[src/rtl/serial_parallel_controller_registers_unit_assert.svh]
// Assertion macros for the RTL of the controller register block; spcr_ctrl uses them.
`ifndef SERIAL_PARALLEL_CONTROLLER_REGISTERS_UNIT_ASSERT_SVH
`define SERIAL_PARALLEL_CONTROLLER_REGISTERS_UNIT_ASSERT_SVH

// Same-cycle implication, checked at every clock edge outside reset.
`define SPCR_ASSERT_SAME(label, clk, rstn, ante, cons) \
    label: assert property (@(posedge clk) disable iff (!(rstn)) (ante) |-> (cons)) \
        else $error("same-cycle implication failed");

// Next-cycle implication, checked at every clock edge outside reset.
`define SPCR_ASSERT_NEXT(label, clk, rstn, ante, cons) \
    label: assert property (@(posedge clk) disable iff (!(rstn)) (ante) |=> (cons)) \
        else $error("next-cycle implication failed");

`endif

[src/rtl/spcr_pkg.sv]
package spcr_pkg;

    localparam int CLOCK_WIDTH = 27;
    localparam int CFG_W       = 27;
    localparam int DVD_W       = (CLOCK_WIDTH > CFG_W) ? CLOCK_WIDTH : CFG_W;
    localparam int DIVR_W      = 12;
    localparam int CNT_W       = $clog2(DVD_W);
    localparam int BAUD_W      = 23;

    localparam logic [CFG_W-1:0] CFG_RESET = CFG_W'(9830400);
    localparam logic [CLOCK_WIDTH-1:0] SYSCLK_RESET = CLOCK_WIDTH'(CFG_RESET >> 4);

    localparam logic [2:0] FUNC_CMD      = 3'd0;
    localparam logic [2:0] FUNC_PARAM    = 3'd1;
    localparam logic [2:0] FUNC_READ_PAR = 3'd2;
    localparam logic [2:0] FUNC_READ_SER = 3'd3;
    localparam logic [2:0] FUNC_TICK     = 3'd4;

    localparam logic [1:0] CMD_CLASS_PAR = 2'b10;
    localparam logic [1:0] CMD_CLASS_SYS = 2'b11;

    localparam logic [2:0] PAR_PRIME_SET_A = 3'd4;
    localparam logic [2:0] PAR_PRIME_SET_B = 3'd5;
    localparam logic [2:0] PAR_PRIME_CLR   = 3'd6;

    localparam int CMD_SERIAL_BIT = 7;
    localparam int CMD_CLEAR_BIT  = 5;
    localparam int CMD_MASK1_BIT  = 5;
    localparam int CMD_MASK2_BIT  = 4;

    localparam logic [2:0] PIDX_DIV_LO   = 3'd0;
    localparam logic [2:0] PIDX_DIV_HI   = 3'd1;
    localparam logic [2:0] PIDX_FORMAT   = 3'd5;
    localparam logic [2:0] PIDX_PRESCALE = 3'd7;

    localparam int PF_PRIME = 4;
    localparam int SF_TXE   = 2;

    localparam int BAUD_SHIFT = 3;
    localparam int DIV0_SHIFT = 15;

    typedef enum logic [1:0] {
        ST_IDLE,
        ST_DIVIDE,
        ST_RESULT
    } spcr_state_t;

    typedef struct packed {
        logic apply;
        logic load_out;
    } spcr_cmd_t;

    typedef struct packed {
        logic need_div;
        logic div_busy;
        logic div_done;
    } spcr_stat_t;

endpackage

[src/rtl/spcr_div.sv]
module spcr_div
    import spcr_pkg::*;
(
    input  logic              aclk,
    input  logic              aresetn,
    input  logic              start,
    input  logic [DVD_W-1:0]  dividend,
    input  logic [DIVR_W-1:0] divisor,
    output logic              busy,
    output logic              done,
    output logic [DVD_W-1:0]  quotient
);

    logic              busy_reg, busy_next;
    logic              done_reg, done_next;
    logic [CNT_W-1:0]  cnt_reg, cnt_next;
    logic [DIVR_W-1:0] rem_reg, rem_next;
    logic [DVD_W-1:0]  quo_reg, quo_next;
    logic [DIVR_W-1:0] dvs_reg, dvs_next;
    logic [DIVR_W:0]   trial;
    logic              fits;

    always_comb begin
        trial     = {rem_reg, quo_reg[DVD_W-1]};
        fits      = trial >= {1'b0, dvs_reg};
        busy_next = busy_reg;
        done_next = 1'b0;
        cnt_next  = cnt_reg;
        rem_next  = rem_reg;
        quo_next  = quo_reg;
        dvs_next  = dvs_reg;
        if (start) begin
            busy_next = 1'b1;
            cnt_next  = '0;
            rem_next  = '0;
            quo_next  = dividend;
            dvs_next  = divisor;
        end else if (busy_reg) begin
            rem_next = fits ? DIVR_W'(trial - {1'b0, dvs_reg}) : DIVR_W'(trial);
            quo_next = {quo_reg[DVD_W-2:0], fits};
            cnt_next = cnt_reg + CNT_W'(1);
            if (cnt_reg == CNT_W'(DVD_W - 1)) begin
                busy_next = 1'b0;
                done_next = 1'b1;
            end
        end
    end

    always_ff @(posedge aclk) begin
        if (!aresetn) begin
            busy_reg <= 1'b0;
            done_reg <= 1'b0;
        end else begin
            busy_reg <= busy_next;
            done_reg <= done_next;
        end
    end

    always_ff @(posedge aclk) begin
        cnt_reg <= cnt_next;
        rem_reg <= rem_next;
        quo_reg <= quo_next;
        dvs_reg <= dvs_next;
    end

    assign busy     = busy_reg;
    assign done     = done_reg;
    assign quotient = quo_reg;

endmodule

[src/rtl/spcr_dp.sv]
module spcr_dp
    import spcr_pkg::*;
(
    input  logic              aclk,
    input  logic              aresetn,
    input  spcr_cmd_t         cmd,
    output spcr_stat_t        stat,
    input  logic [2:0]        s_func,
    input  logic [7:0]        s_data_byte,
    input  logic              cfg_wr_en,
    input  logic [CFG_W-1:0]  cfg_wr_data,
    output logic [7:0]        m_read_data,
    output logic [BAUD_W-1:0] m_baud_rate,
    output logic [3:0]        m_data_bits,
    output logic              m_two_stop_bits,
    output logic              m_parity_enable,
    output logic              m_even_parity,
    output logic [5:0]        m_serial_control,
    output logic [1:0]        m_parallel_masks,
    output logic              m_prime_out
);

    logic [CFG_W-1:0]       in_clk_reg;
    logic [2:0]             ptr_reg, ptr_next;
    logic [7:0]             div_lo_reg, div_lo_next;
    logic [3:0]             div_hi_reg, div_hi_next;
    logic [5:0]             serial_ctrl_reg, serial_ctrl_next;
    logic [5:0]             fmt_reg, fmt_next;
    logic                   prime_reg, prime_next;
    logic                   im1_reg, im1_next;
    logic                   im2_reg, im2_next;
    logic                   txe_reg, txe_next;
    logic [CLOCK_WIDTH-1:0] sysclk_reg, sysclk_next;
    logic [BAUD_W-1:0]      baud_reg, baud_next;
    logic                   to_baud_reg, to_baud_next;
    logic [7:0]             rd_reg, rd_next;

    logic                   is_param;
    logic                   baud_sel;
    logic                   presc_sel;
    logic [7:0]             new_lo;
    logic [3:0]             new_hi;
    logic [DIVR_W-1:0]      new_div;
    logic [3:0]             presc;
    logic                   need_div;
    logic [DVD_W-1:0]       dvd;
    logic [DIVR_W-1:0]      dvs;
    logic                   div_busy;
    logic                   div_done;
    logic [DVD_W-1:0]       quotient;

    always_comb begin
        is_param  = s_func == FUNC_PARAM;
        baud_sel  = is_param && (ptr_reg == PIDX_DIV_LO || ptr_reg == PIDX_DIV_HI);
        presc_sel = is_param && ptr_reg == PIDX_PRESCALE;
        new_lo    = (ptr_reg == PIDX_DIV_LO) ? s_data_byte : div_lo_reg;
        new_hi    = (ptr_reg == PIDX_DIV_HI) ? s_data_byte[3:0] : div_hi_reg;
        new_div   = {new_hi, new_lo};
        presc     = s_data_byte[3:0];
        need_div  = (baud_sel && new_div > DIVR_W'(1)) || (presc_sel && presc != 4'd0);
        dvd       = baud_sel ? DVD_W'(sysclk_reg) : DVD_W'(in_clk_reg);
        dvs       = baud_sel ? new_div : DIVR_W'(presc);
    end

    always_comb begin
        ptr_next         = ptr_reg;
        div_lo_next      = div_lo_reg;
        div_hi_next      = div_hi_reg;
        serial_ctrl_next = serial_ctrl_reg;
        fmt_next         = fmt_reg;
        prime_next       = prime_reg;
        im1_next         = im1_reg;
        im2_next         = im2_reg;
        txe_next         = txe_reg;
        sysclk_next      = sysclk_reg;
        baud_next        = baud_reg;
        to_baud_next     = to_baud_reg;
        rd_next          = rd_reg;
        if (cmd.apply) begin
            rd_next      = 8'd0;
            to_baud_next = baud_sel;
            case (s_func)
                FUNC_CMD: begin
                    if (!s_data_byte[CMD_SERIAL_BIT]) begin
                        serial_ctrl_next = s_data_byte[5:0];
                    end
                    case (s_data_byte[7:6])
                        CMD_CLASS_PAR: begin
                            case (s_data_byte[2:0])
                                PAR_PRIME_SET_A: prime_next = 1'b1;
                                PAR_PRIME_SET_B: prime_next = 1'b1;
                                PAR_PRIME_CLR:   prime_next = 1'b0;
                                default:         prime_next = prime_reg;
                            endcase
                            im1_next = s_data_byte[CMD_MASK1_BIT];
                            im2_next = s_data_byte[CMD_MASK2_BIT];
                        end
                        CMD_CLASS_SYS: begin
                            if (s_data_byte[CMD_CLEAR_BIT]) begin
                                serial_ctrl_next = '0;
                                fmt_next         = '0;
                                prime_next       = 1'b0;
                                im1_next         = 1'b0;
                                im2_next         = 1'b0;
                                txe_next         = 1'b0;
                            end else begin
                                ptr_next = s_data_byte[2:0];
                            end
                        end
                        default: begin
                        end
                    endcase
                end
                FUNC_PARAM: begin
                    case (ptr_reg)
                        PIDX_DIV_LO, PIDX_DIV_HI: begin
                            div_lo_next = new_lo;
                            div_hi_next = new_hi;
                            if (new_div == '0) begin
                                baud_next = BAUD_W'(sysclk_reg >> DIV0_SHIFT);
                            end else if (new_div == DIVR_W'(1)) begin
                                baud_next = '0;
                            end
                        end
                        PIDX_FORMAT: fmt_next = s_data_byte[5:0];
                        PIDX_PRESCALE: begin
                            if (presc == 4'd0) begin
                                sysclk_next = CLOCK_WIDTH'(in_clk_reg >> 4);
                            end
                        end
                        default: begin
                        end
                    endcase
                end
                FUNC_READ_PAR: rd_next = 8'(prime_reg) << PF_PRIME;
                FUNC_READ_SER: rd_next = 8'(txe_reg) << SF_TXE;
                FUNC_TICK:     txe_next = 1'b1;
                default: begin
                end
            endcase
        end else if (div_done) begin
            if (to_baud_reg) begin
                baud_next = BAUD_W'(quotient >> BAUD_SHIFT);
            end else begin
                sysclk_next = CLOCK_WIDTH'(quotient);
            end
        end
    end

    always_ff @(posedge aclk) begin
        if (!aresetn) begin
            in_clk_reg      <= CFG_RESET;
            div_lo_reg      <= '0;
            div_hi_reg      <= '0;
            serial_ctrl_reg <= '0;
            fmt_reg         <= '0;
            prime_reg       <= 1'b0;
            im1_reg         <= 1'b0;
            im2_reg         <= 1'b0;
            txe_reg         <= 1'b0;
            sysclk_reg      <= SYSCLK_RESET;
            baud_reg        <= '0;
        end else begin
            if (cfg_wr_en) begin
                in_clk_reg <= cfg_wr_data;
            end
            div_lo_reg      <= div_lo_next;
            div_hi_reg      <= div_hi_next;
            serial_ctrl_reg <= serial_ctrl_next;
            fmt_reg         <= fmt_next;
            prime_reg       <= prime_next;
            im1_reg         <= im1_next;
            im2_reg         <= im2_next;
            txe_reg         <= txe_next;
            sysclk_reg      <= sysclk_next;
            baud_reg        <= baud_next;
        end
    end

    always_ff @(posedge aclk) begin
        ptr_reg     <= ptr_next;
        to_baud_reg <= to_baud_next;
        rd_reg      <= rd_next;
        if (cmd.load_out) begin
            m_read_data      <= rd_reg;
            m_baud_rate      <= baud_reg;
            m_data_bits      <= 4'd5 + {2'b00, fmt_reg[3:2]};
            m_two_stop_bits  <= fmt_reg[0];
            m_parity_enable  <= fmt_reg[4];
            m_even_parity    <= fmt_reg[5];
            m_serial_control <= serial_ctrl_reg;
            m_parallel_masks <= {im1_reg, im2_reg};
            m_prime_out      <= prime_reg;
        end
    end

    spcr_div u_div (
        .aclk     (aclk),
        .aresetn  (aresetn),
        .start    (cmd.apply && need_div),
        .dividend (dvd),
        .divisor  (dvs),
        .busy     (div_busy),
        .done     (div_done),
        .quotient (quotient)
    );

    assign stat = '{need_div: need_div, div_busy: div_busy, div_done: div_done};

endmodule

[src/rtl/spcr_ctrl.sv]
`include "serial_parallel_controller_registers_unit_assert.svh"

module spcr_ctrl
    import spcr_pkg::*;
(
    input  logic       aclk,
    input  logic       aresetn,
    input  logic       s_valid,
    output logic       s_ready,
    output logic       m_valid,
    input  logic       m_ready,
    input  spcr_stat_t stat,
    output spcr_cmd_t  cmd
);

    spcr_state_t state_reg, state_next;
    logic        m_valid_reg, m_valid_next;
    logic        out_free;

    assign out_free = !m_valid_reg || m_ready;

    always_comb begin
        state_next = state_reg;
        case (state_reg)
            ST_IDLE: begin
                if (s_valid) begin
                    state_next = stat.need_div ? ST_DIVIDE : ST_RESULT;
                end
            end
            ST_DIVIDE: begin
                if (stat.div_done) begin
                    state_next = ST_RESULT;
                end
            end
            ST_RESULT: begin
                if (out_free) begin
                    state_next = ST_IDLE;
                end
            end
            default: state_next = ST_IDLE;
        endcase
    end

    always_comb begin
        s_ready      = 1'b0;
        cmd.apply    = 1'b0;
        cmd.load_out = 1'b0;
        case (state_reg)
            ST_IDLE: begin
                s_ready   = 1'b1;
                cmd.apply = s_valid;
            end
            ST_RESULT: cmd.load_out = out_free;
            default: begin
            end
        endcase
    end

    always_comb begin
        m_valid_next = m_valid_reg;
        if (cmd.load_out) begin
            m_valid_next = 1'b1;
        end else if (m_ready) begin
            m_valid_next = 1'b0;
        end
    end

    always_ff @(posedge aclk) begin
        if (!aresetn) begin
            state_reg   <= ST_IDLE;
            m_valid_reg <= 1'b0;
        end else begin
            state_reg   <= state_next;
            m_valid_reg <= m_valid_next;
        end
    end

    assign m_valid = m_valid_reg;

    `SPCR_ASSERT_SAME(a_idle_div_quiet, aclk, aresetn, state_reg == ST_IDLE, !stat.div_busy)
    `SPCR_ASSERT_SAME(a_done_in_divide, aclk, aresetn, stat.div_done, state_reg == ST_DIVIDE)
    `SPCR_ASSERT_NEXT(a_load_sets_valid, aclk, aresetn, cmd.load_out, m_valid_reg)
    `SPCR_ASSERT_NEXT(a_div_item_waits, aclk, aresetn, s_valid && s_ready && stat.need_div,
                      state_reg == ST_DIVIDE && stat.div_busy)

endmodule

[src/rtl/serial_parallel_controller_registers_unit.sv]
// Register block of a combined serial and parallel port controller.
// The input channel (s_valid/s_ready) carries one beat per bus access: a
// function code and a data byte. Every accepted beat yields exactly one
// result beat on the output channel (m_valid/m_ready), holding the status
// byte for reads and the current line settings, baud rate and flags.
// The input clock register is written through cfg_wr_en/cfg_wr_data and is
// only used at the next prescaler write; reset reloads it with its default.
// A beat goes from acceptance to a valid result through the result state,
// or first through the divide state when a divisor write above 1 or a
// nonzero prescaler write starts the bit-serial divider, which retires one
// quotient bit per cycle; one beat is in work at a time.
// A finished result waits in the output register while the next beat is
// accepted; if the receiver stalls, the block holds the following result
// until the output register frees up and takes no further beat meanwhile.
// Synchronous reset clears all flags, control bits and divisor bytes, loads
// the input clock with 9830400 and the system clock with that value divided
// by 16, and leaves the parameter pointer undefined until written.
module serial_parallel_controller_registers_unit
    import spcr_pkg::*;
(
    input  logic              aclk,
    input  logic              aresetn,
    input  logic              s_valid,
    output logic              s_ready,
    input  logic [2:0]        s_func,
    input  logic [7:0]        s_data_byte,
    output logic              m_valid,
    input  logic              m_ready,
    output logic [7:0]        m_read_data,
    output logic [BAUD_W-1:0] m_baud_rate,
    output logic [3:0]        m_data_bits,
    output logic              m_two_stop_bits,
    output logic              m_parity_enable,
    output logic              m_even_parity,
    output logic [5:0]        m_serial_control,
    output logic [1:0]        m_parallel_masks,
    output logic              m_prime_out,
    input  logic              cfg_wr_en,
    input  logic [CFG_W-1:0]  cfg_wr_data
);

    spcr_cmd_t  cmd;
    spcr_stat_t stat;

    spcr_ctrl u_ctrl (
        .aclk    (aclk),
        .aresetn (aresetn),
        .s_valid (s_valid),
        .s_ready (s_ready),
        .m_valid (m_valid),
        .m_ready (m_ready),
        .stat    (stat),
        .cmd     (cmd)
    );

    spcr_dp u_dp (
        .aclk             (aclk),
        .aresetn          (aresetn),
        .cmd              (cmd),
        .stat             (stat),
        .s_func           (s_func),
        .s_data_byte      (s_data_byte),
        .cfg_wr_en        (cfg_wr_en),
        .cfg_wr_data      (cfg_wr_data),
        .m_read_data      (m_read_data),
        .m_baud_rate      (m_baud_rate),
        .m_data_bits      (m_data_bits),
        .m_two_stop_bits  (m_two_stop_bits),
        .m_parity_enable  (m_parity_enable),
        .m_even_parity    (m_even_parity),
        .m_serial_control (m_serial_control),
        .m_parallel_masks (m_parallel_masks),
        .m_prime_out      (m_prime_out)
    );

endmodule

[config.mk]
export PLATFORM = sky130hd
export DESIGN_NAME = serial_parallel_controller_registers_unit
export DESIGN_NICKNAME = d
export VERILOG_FILES = /design/src/rtl/spcr_pkg.sv /design/src/rtl/spcr_div.sv /design/src/rtl/spcr_dp.sv /design/src/rtl/spcr_ctrl.sv /design/src/rtl/serial_parallel_controller_registers_unit.sv
export VERILOG_INCLUDE_DIRS = /design/src /design/src/rtl
export SDC_FILE = /design/constraint.sdc
export NUM_CORES = 1
export LEC_CHECK = 0
export BUFFER_PORTS_ARGS = -buffer_cell sky130_fd_sc_hd__clkbuf_2
export CORE_UTILIZATION = 47
export CTS_BUF_LIST = sky130_fd_sc_hd__clkbuf_16
export CTS_CLUSTER_SIZE = 30
export DETAILED_ROUTE_END_ITERATION = 6
export HOLD_SLACK_MARGIN = 0.15
export PLACE_DENSITY = 0.7
export SLEW_MARGIN = 20
export SYNTH_ARGS = -nofsm -noshare
export SYNTH_HDL_FRONTEND = slang
export SYNTH_HIERARCHICAL = 1
export SYNTH_SLANG_ARGS = --single-unit
[constraint.sdc]
create_clock -name aclk -period 5.05 [get_ports aclk]
set_input_delay 0.505 -clock aclk [delete_from_list [all_inputs] [get_ports aclk]]
set_output_delay 0.505 -clock aclk [all_outputs]
set_load 0.03 [all_outputs]
==> results of run 1 <==
critical path: stages (launching register included):
cell and delay (ps):
edfxtp_1 480, nor3_2 730, mux2_2 460, a2111oi_4 270, buf_4 270, o22ai_1 150
and2_2 440, nor2_1 330, clkinv_1 880
per-layer routing:
layer	up-vias	part of all wire (%)	global-route usage [%]	wire (µm)
met5	-	0	0	0
met4	0	1.9	6.79	412
met3	32	5.5	2.85	1210
met2	219	45	33.0	10100
met1	3479	47	29.9	10500
li1	3488	-	-	-
through the flow:
stage / hold slack, ps / instances
2_1_floorplan: 400 / 956
3_3_place_gp: 403 / 1252
3_5_place_dp: 405 / 1253
4_1_cts: 218 / 1297
5_1_grt: 229 / 1297
6_report: 222 / 1297
cell usage in the layout, fill, tap and decap left out, types with 6 or more instances in the layout:
master / instances
conb_1: 6
nor2b_1: 18
edfxtp_1: 86
clkbuf_16: 27
and3_1: 11
inv_1: 29
a21oi_1: 47
mux2i_1: 58
clkbuf_2: 85
buf_4: 9
xor2_1: 8
ha_1: 15
mux2_2: 34
nor3_1: 18
dfxtp_1: 126
o21a_1: 14
nand3_1: 22
a31oi_1: 13
nor3b_1: 6
and2_1: 6
nor2_1: 96
o21ai_0: 16
nand2_1: 141
a221oi_2: 11
a211oi_1: 31
cell type report:
cell class	instances	area [µm²]	area share, %
timing repair buffer	95	520	4.71
clock inverter	17	136	1.23
clock buffer	27	676	6.12
inverter	29	109	0.986
multi-input combinational	647	4160	37.7
tap	270	338	3.06
sequential	212	5100	46.2
worst paths after layout:
path                                                start                               end
worst max register to register  u_dp/ptr_reg[2]$_DFFE_PP_  u_dp/u_div/quotient[8]$_DFFE_PP_
worst min register to register   u_dp/rd_reg[4]$_DFFE_PP_     u_dp/m_read_data[4]$_DFFE_PP_
worst max-delay path            u_dp/ptr_reg[2]$_DFFE_PP_  u_dp/u_div/quotient[8]$_DFFE_PP_
worst min-delay path                      cfg_wr_data[23]  u_dp/in_clk_reg[23]$_SDFFE_PN1P_
where the power goes:
part	internal [mW]	switching, mW
registers	1.86	0.0600
clock network	1.06	0.686
logic	0.187	0.298
total	3.10	1.04
==> summary.txt, run 1 <==
Synth
  • Syn avg cell area: 10.2 µm²
  • Yosys warning count: 6
  • Mapped Area: 9700 µm²
  • Syn Inst Count: 951

Detailed routing
  • Drt wl/cell: 17.1 µm
  • Number of remaining DRC errors: 0
  • Via Count: 7218
  • DR pass1 iterations: 6
  • Initial DRC Count: 626
  • Routed Antenna Nets: 0
  • Drt via density: 5.57
  • WL final: 22200 µm

Clocking
  • Num CTS Buffers: 24
  • Clk Latency, worst-skew pair: 510 ps
  • Max clock buf depth: 3
  • # clock sinks: 212
  • Setup Buffers After CTS: 0
  • Hold Buf Count CTS: 0
  • CTS tree: built
  • CTS H-Tree Depth: 1
  • Post-CTS Resized: 0
  • Clock tree root driver cell: clkbuf_16
  • Clock transition at path regs: 60 ps

Power
  • Worst vdd ir: 0.272 mV
  • Leakage power total: 4.35 nW
  • Pwr Density: 376 nW/µm²
  • PnR Total Power: 4.15 mW

Placement
  • Area after DPL: 10200 µm²
  • PortBufs: 85
  • Gp weighted congestion: 0.865
  • Placement Setup Slack: 849 ps
  • DP HPWL: 14900 µm

Timing
  • Endpoints failing setup: 0
  • Worst Skew: 13.3 ps
  • Final setup margin: 444 ps
  • Final period utilization: 91.2%
  • RSZ-0062 raised after global routing: false
  • Min cycle time layout: 4610 ps
  • Slew Limit Headroom: 31.9%
  • Highest clock rate: 217 MHz
  • Final Hold Viols: 0
  • Setup TNS: 0 ps
  • Slew @ Worst Pin: 1020 ps
  • Max-slew violations: 0

Job
  • Max-cap violations: 0

Die
  • Die H: 146 µm
  • Row cnt: 52
  • Starting density of the core: 47.9%
  • Die width: 146 µm
  • I/O pin cnt: 92
  • Die area: 21200 µm²
  • Core ar.: 20200 µm²

Run status
  • Outcome: finished clean

Finish
  • Nets: 1068
  • Diode count: 0
  • Finished Core Util: 54.6%
  • Post-route cell area: 11000 µm²
  • Filler instances: 1734
  • Share of post-route cells with drive strength above 1: 19.8%
  • Synth-to-layout area growth: 13.8%

Global routing
  • GRT Total Usage: 21.0%
  • Initial antenna violation count: 0
  • Vias in the first global route: 6851
  • GRT Residual Overflow: 0
  • Global-route wire length before repair: 36200 µm
  • Largest net degree at the start of global routing: 45

Worst setup path
  • Worst reg2reg path depth: 8
  • Worst EP arrival: 4550 ps
  • CP max FO: 27
  • CP Capture Type: register
  • Worst EP required: 4990 ps
  • Startpoint Class: register
  • Kind of critical path: register to register
  • R2R Setup Slk: 440 ps

Min path
  • HP Class: input port to register
  • Worst hold stages: 3
(Power assumes the default switching activity.)
==> run 2: changes to the inputs <==
Settings changed: CELL_PAD_IN_SITES_DETAIL_PLACEMENT set to 1, CELL_PAD_IN_SITES_GLOBAL_PLACEMENT set to 1, PLACE_DENSITY 0.7 to 0.84.
==> run 2 against run 1 <==
Total power fell by 5.8%. Sequential share of layout area rose by 0.67 points. Critical endpoint is now u_dp/u_div/quotient[0]$_DFFE_PP_. Worst setup slack improved by 290 ps. Utilization fell by 0.79 points. Global-route usage rose by 3.1 points. Register-to-register slack improved by 290 ps. Die area did not move. Sequential cell count did not move. Critical path depth did not move. Cell area fell by 1.4%. Fmax rose by 6.8%. Clock skew rose by 2.9 ps.
==> summary.txt, run 2 (synthesis gave the netlist of run 1 again) <==
Run status
  • Outcome: finished clean

Power
  • Leakage power total: 4.30 nW (-1.1%)
  • Flop pwr share: 49.1% (+2.9 points)
  • Internal power: 2.87 mW (-7.6%)
  • Worst vdd ir: 0.283 mV (+3.8%)
  • Clk network pwr share: 38.4% (-3.7 points)
  • PnR Total Power: 3.91 mW (-5.8%)
  • Sw Ratio: 26.6% (+1.4 points)
  • Pwr Density: 359 nW/µm² (-4.4%)
  • Combinational power share: 12.5% (+0.8 points)
  • Net Sw Power: 1.04 mW (-0.35%)

Timing
  • Final period utilization: 85.4% (-5.8 points)
  • Worst Skew: 16.2 ps (+2.93 ps)
  • Slew Limit Headroom: 28.4% (-3.5 points)
  • Setup TNS: 0 ps (unchanged)
  • Max-slew violations: 0 (unchanged)
  • WHS: 213 ps (-9.12 ps)
  • Endpoints failing setup: 0 (unchanged)
  • Highest clock rate: 232 MHz (+6.8%)
  • RSZ-0062 raised after global routing: false
  • Slew @ Worst Pin: 1070 ps (+52.1 ps)
  • Final Hold Viols: 0 (unchanged)
  • Min cycle time layout: 4310 ps (-293 ps)

Clocking
  • Clock transition at path regs: 60 ps (about the same)
  • Num CTS Buffers: 23 (-4.2%)
  • Clk Latency, worst-skew pair: 520 ps (about the same)
  • # clock sinks: 212 (unchanged)
  • Post-CTS Resized: 0 (unchanged)
  • Clock tree root driver cell: clkbuf_16
  • Hold Buf Count CTS: 0 (unchanged)
  • CTS H-Tree Depth: 1 (unchanged)
  • CTS tree: built
  • Setup Buffers After CTS: 0 (unchanged)
  • Max clock buf depth: 3 (unchanged)

Detailed routing
  • Via Count: 7377 (+2.2%)
  • Routed Antenna Nets: 0 (unchanged)
  • Drt wl/cell: 19.6 µm (+15%)
  • DR pass1 iterations: 5 (-1)
  • Number of remaining DRC errors: 0 (unchanged)
  • Initial DRC Count: 449 (-28%)
  • Drt via density: 5.69 (+2.3%)
  • WL final: 25400 µm (+14%)

Worst setup path
  • Worst EP required: 4980 ps (about the same)
  • CP Capture Type: register
  • CP max FO: 27 (unchanged)
  • Worst EP arrival: 4240 ps (-310 ps)
  • Buf+Inv Stages, Crit Path: 2 (unchanged)
  • Kind of critical path: register to register
  • Crit path cell chain: nor3b_2, mux2_2, a2111oi_4, buf_4, o22ai_1, and2_2, nor2_1, clkinv_1
  • Critical-path top delay cell: clkinv_1
  • CP top delay family: simple AND/OR/NAND/NOR gates
  • Startpoint Class: register
  • CP max stage delay: 920 ps (+40 ps)

Finish
  • Share of post-route cells with drive strength above 1: 19.3% (-0.47 points)
  • Finished Core Util: 53.8% (-0.79 points)
  • Nets: 1068 (unchanged)
  • Synth-to-layout area growth: 12.2%
  • Commonest cells after routing, fill and taps aside: 141 x nand2_1, 126 x dfxtp_1, 96 x nor2_1, 86 x edfxtp_1, 85 x clkbuf_2
  • Filler instances: 2232 (+29%)
  • Most common cell after layout, fill and taps aside: nand2_1
  • Diode count: 0 (unchanged)
  • Finished Layout Cells: 1296 (-0.077%)

Die
  • Starting density of the core: 47.9% (unchanged)
  • Core ar.: 20200 µm² (unchanged)
  • Row cnt: 52 (unchanged)
  • Die area: 21200 µm² (unchanged)
  • Die H: 146 µm (unchanged)
  • I/O pin cnt: 92 (unchanged)
  • Die width: 146 µm (unchanged)

Placement
  • Post-Place Cells: 1254 (+0.080%)
  • PortBufs: 85 (unchanged)
  • Gp weighted congestion: 0.834 (-3.7%)
  • DP HPWL: 17000 µm (+14%)

Global routing
  • Global-route wire length before repair: 41200 µm (+14%)
  • GRT Total Usage: 24.1% (+3.1 points)
  • Initial antenna violation count: 0 (unchanged)
  • Vias in the first global route: 7631 (+11%)
  • Largest net degree at the start of global routing: 57 (+27%)
  • GRT Residual Overflow: 0 (unchanged)

Job
  • Max-cap violations: 0 (unchanged)

Min path
  • HP Class: input port to register
## run 2: cell count changes in the layout (fill, tap and decap cells not counted)
cell | previous run | this run
inv_2 | 1 | 2
inv_4 | 1 | 0
inv_6 | 0 | 1
buf_16 | 1 | 0
clkinvlp_4 | 3 | 2
buf_4 | 9 | 11
inv_1 | 29 | 35
clkinv_1 | 5 | 3
bufinv_16 | 2 | 0
clkbuf_16 | 27 | 23
## run 2: cell type report
class,count,area [µm²],area share [%]
Clock buffer,23,576,5.29
Clock inverter,19,90.1,0.828
Inverter,29,109,1.00
Multi-Input combinational cell,647,4160,38.2
Sequential cell,212,5100,46.9
Tap cell,270,338,3.10
Timing Repair Buffer,96,508,4.67
## run 2: per-stage QoR
step	setup slack (ps)	cell area, µm²
2_1_floorplan	1320	9720
3_3_place_gp	1400	10200
3_5_place_dp	1250	10200
4_1_cts	1210	10900
5_1_grt	504	10900
6_report	736	10900
## run 2: per-layer routing
metal | track usage [%] | vias up | part of all wire (%)
li1 | - | 3472 | -
met1 | 32.0 | 3639 | 44
met2 | 40.3 | 226 | 48
met3 | 3.79 | 40 | 5.5
met4 | 7.68 | 0 | 2.2
met5 | 0 | - | 0
## run 2: power groups by stage
stage / logic, mW / clock network (mW) / registers (mW)
4_1_cts: 0.491 / 1.53 / 1.92
5_1_grt: 0.541 / 1.59 / 1.93
3_5_place_dp: 0.485 / 0 / 1.95
2_1_floorplan: 0.341 / 0 / 1.97
3_3_place_gp: 0.469 / 0 / 1.95
6_report: 0.490 / 1.50 / 1.92
## run 2: path summary, 6_finish.rpt
path | startpoint | endpoint | slack [ps] | cells after the start
setup reg to reg | u_dp/ptr_reg[2]$_DFFE_PP_ | u_dp/u_div/quotient[0]$_DFFE_PP_ | 740 | 8
setup / recovery | u_dp/ptr_reg[2]$_DFFE_PP_ | u_dp/u_div/quotient[0]$_DFFE_PP_ | 740 | 8
hold / removal | cfg_wr_data[17] | u_dp/in_clk_reg[17]$_SDFFE_PN1P_ | 210 | 3
hold reg to reg | u_dp/serial_ctrl_reg[4]$_SDFFE_PN0P_ | u_dp/m_serial_control[4]$_DFFE_PP_ | 430 | 0
## run 2: tightest hold or removal path: stages
cell      delay [ps]
clkbuf_2          80
mux2i_1           60
nand2_1           60
==> run 3: changes to the inputs <==
Settings changed: CORE_UTILIZATION 47 to 42, PLACE_DENSITY 0.84 to 0.8.
Clock period 5.05 ns to 3.9 ns, I/O delays scaled along.
==> run 3 against run 2 <==
Non-clock buffer count up 33. Register-to-register slack worse by 240 ps. Die area up 12%. Critical endpoint unchanged. Critical path depth unchanged. Sequential share of layout area down 1.6 points. Global-route usage down 2.3 points. Cell count up 3.9%. Combinational power up 36%. Utilization down 4.0 points. Total power up 31%.
==> summary.txt, run 3 (synthesis gave the netlist of run 1 again) <==
Run status
  • Outcome: finished clean

Finish
  • Nets: 1102 (+3.2%)
  • Most common cell after layout, fill and taps aside: nand2_1
  • Share of post-route cells with drive strength above 1: 18.9% (-0.35 points)
  • Diode count: 0 (unchanged)
  • Commonest cells after routing, fill and taps aside: 141 x nand2_1, 126 x dfxtp_1, 96 x nor2_1, 86 x edfxtp_1, 85 x clkbuf_2
  • Finished Core Util: 49.8% (-4.0 points)
  • Finished Layout Cells: 1346 (+3.9%)
  • Post-route cell area: 11300 µm² (+3.5%)
  • Synth-to-layout area growth: 16.1%

Timing
  • RSZ-0062 raised after global routing: false
  • Slew Limit Headroom: 36.6% (+8.2 points)
  • Worst Skew: 26.4 ps (+10.1 ps)
  • WHS: 173 ps (-40.0 ps)
  • Final Hold Viols: 0 (unchanged)
  • Endpoints failing setup: 0 (unchanged)
  • Final setup margin: 494 ps (-242 ps)
  • Final period utilization: 87.3% (+1.9 points)
  • Max-slew violations: 0 (unchanged)
  • Min cycle time layout: 3410 ps (-908 ps)
  • Slew @ Worst Pin: 951 ps (-116 ps)
  • Highest clock rate: 294 MHz (+27%)
  • Setup TNS: 0 ps (unchanged)

Worst setup path
  • Worst r2r dst: u_dp/u_div/quotient[0]$_DFFE_PP_
  • Worst EP arrival: 3660 ps (-580 ps)
  • Worst EP required: 4150 ps (-830 ps)
  • Worst reg2reg path depth: 8 (unchanged)
  • Beginning of the critical path: u_dp/ptr_reg[2]$_DFFE_PP_
  • CP top delay family: buffers and inverters
  • R2R Setup Slk: 490 ps (-240 ps)
  • Critical-path top delay cell: buf_4
  • Startpoint Class: register
  • CP max FO: 37 (+37%)
  • CP Capture Type: register
  • Most frequent CP cell: buf_4
  • Crit path cell chain: nor3b_2, buf_4, mux2i_1, a2111oi_4, o22ai_1, and2_2, buf_4, mux2_2
  • Reg2Reg Launch Point: u_dp/ptr_reg[2]$_DFFE_PP_
  • CP max stage delay: 540 ps (-380 ps)
  • Buf+Inv Stages, Crit Path: 2 (unchanged)
  • Kind of critical path: register to register

Detailed routing
  • WL final: 26000 µm (+2.6%)
  • Drt wl/cell: 19.3 µm (-1.2%)
  • Via Count: 7476 (+1.3%)
  • DR pass1 iterations: 5 (unchanged)
  • Drt via density: 5.55 (-2.4%)
  • Initial DRC Count: 424 (-5.6%)
  • Routed Antenna Nets: 0 (unchanged)
  • Number of remaining DRC errors: 0 (unchanged)

Clocking
  • Clock transition at path regs: 60 ps (about the same)
  • Setup Buffers After CTS: 0 (unchanged)
  • Clock tree root driver cell: clkbuf_16
  • CTS H-Tree Depth: 1 (unchanged)
  • CTS tree: built
  • Num CTS Buffers: 24 (+4.3%)
  • Clk Latency, worst-skew pair: 520 ps (about the same)
  • Max clock buf depth: 3 (unchanged)
  • # clock sinks: 212 (unchanged)

Global routing
  • GRT Total Usage: 21.8% (-2.3 points)
  • GRT Residual Overflow: 0 (unchanged)
  • Vias in the first global route: 7649 (+0.24%)
  • Global-route wire length before repair: 41300 µm (+0.15%)
  • Largest net degree at the start of global routing: 41 (-28%)
  • Initial antenna violation count: 0 (unchanged)

Die
  • Die width: 154 µm (+5.7%)
  • I/O pin cnt: 92 (unchanged)
  • Core ar.: 22600 µm² (+12%)
  • Starting density of the core: 42.9% (-5.1 points)
  • Die area: 23700 µm² (+12%)
  • Row cnt: 55 (+5.8%)
  • Die H: 154 µm (+5.7%)

Placement
  • Post-Place Cells: 1276 (+1.8%)
  • DP HPWL: 17400 µm (+2.3%)
  • Area after DPL: 10300 µm² (+0.89%)
  • Placement Setup Slack: 513 ps (-738 ps)
  • PortBufs: 85 (unchanged)
  • Gp weighted congestion: 0.877 (+5.2%)

Min path
  • Hold EP: u_ctrl/state_reg[0]$_SDFFE_PN0P_
  • Min-delay src: s_valid
  • HP Class: input port to register
  • Worst hold stages: 3 (unchanged)

Power
  • Leakage power total: 4.49 nW (+4.2%)
  • Worst vdd ir: 0.299 mV (+5.8%)
  • PnR Total Power: 5.14 mW (+31%)
  • Pwr Density: 456 nW/µm² (+27%)

Job
  • Max-cap violations: 0 (unchanged)
[run 3: how the worst max path moves through the flow]
stage / to / depth (start not counted) / slack (ps)
finish: u_dp/u_div/quotient[0]$_DFFE_PP_ / 8 / 490
global route: u_dp/u_div/quotient[0]$_DFFE_PP_ / 8 / 290
CTS: u_dp/u_div/quotient[0]$_DFFE_PP_ / 8 / 520
detailed placement: u_dp/u_div/quotient[0]$_DFFE_PP_ / 7 / 510
global placement: u_dp/u_div/quotient[3]$_DFFE_PP_ / 7 / 630
floorplan: u_dp/u_div/quotient[0]$_DFFE_PP_ / 9 / 170
[run 3: layer usage]
layer / vias to the layer above / track usage, % / wire length (µm)
met2: 182 / 36.3 / 12400
met5: - / 0 / 0
met3: 50 / 3.21 / 1320
met1: 3697 / 29.3 / 11700
met4: 0 / 6.48 / 625
li1: 3547 / - / -
[run 3: area by class of cell]
type	instances	area, µm²
inverter	29	109
fill	2492	11400
multi-input combinational	647	4160
timing repair buffer	129	841
clock buffer	24	601
tap	285	357
sequential	212	5100
clock inverter	20	93.8
[run 3: what timing repair did]
item	4_1_cts	5_1_grt
setup endpoints to repair	0	0
resized for setup	0	0
endpoints found under the hold margin	26	0
hold buffers	26	0
[run 3: report_power, final]
group	switching (mW)	internal, mW	total (mW)
Sequential	0.0816	2.41	2.49
Combinational	0.407	0.261	0.667
Clock	0.873	1.11	1.99
[run 3: worst reg2reg max path: stages, from the launching register on]
cell and delay (ps):
edfxtp_1 500, nor3b_2 220, buf_4 210, mux2i_1 350, a2111oi_4 100, o22ai_1 270
and2_2 510, buf_4 550, mux2_2 430
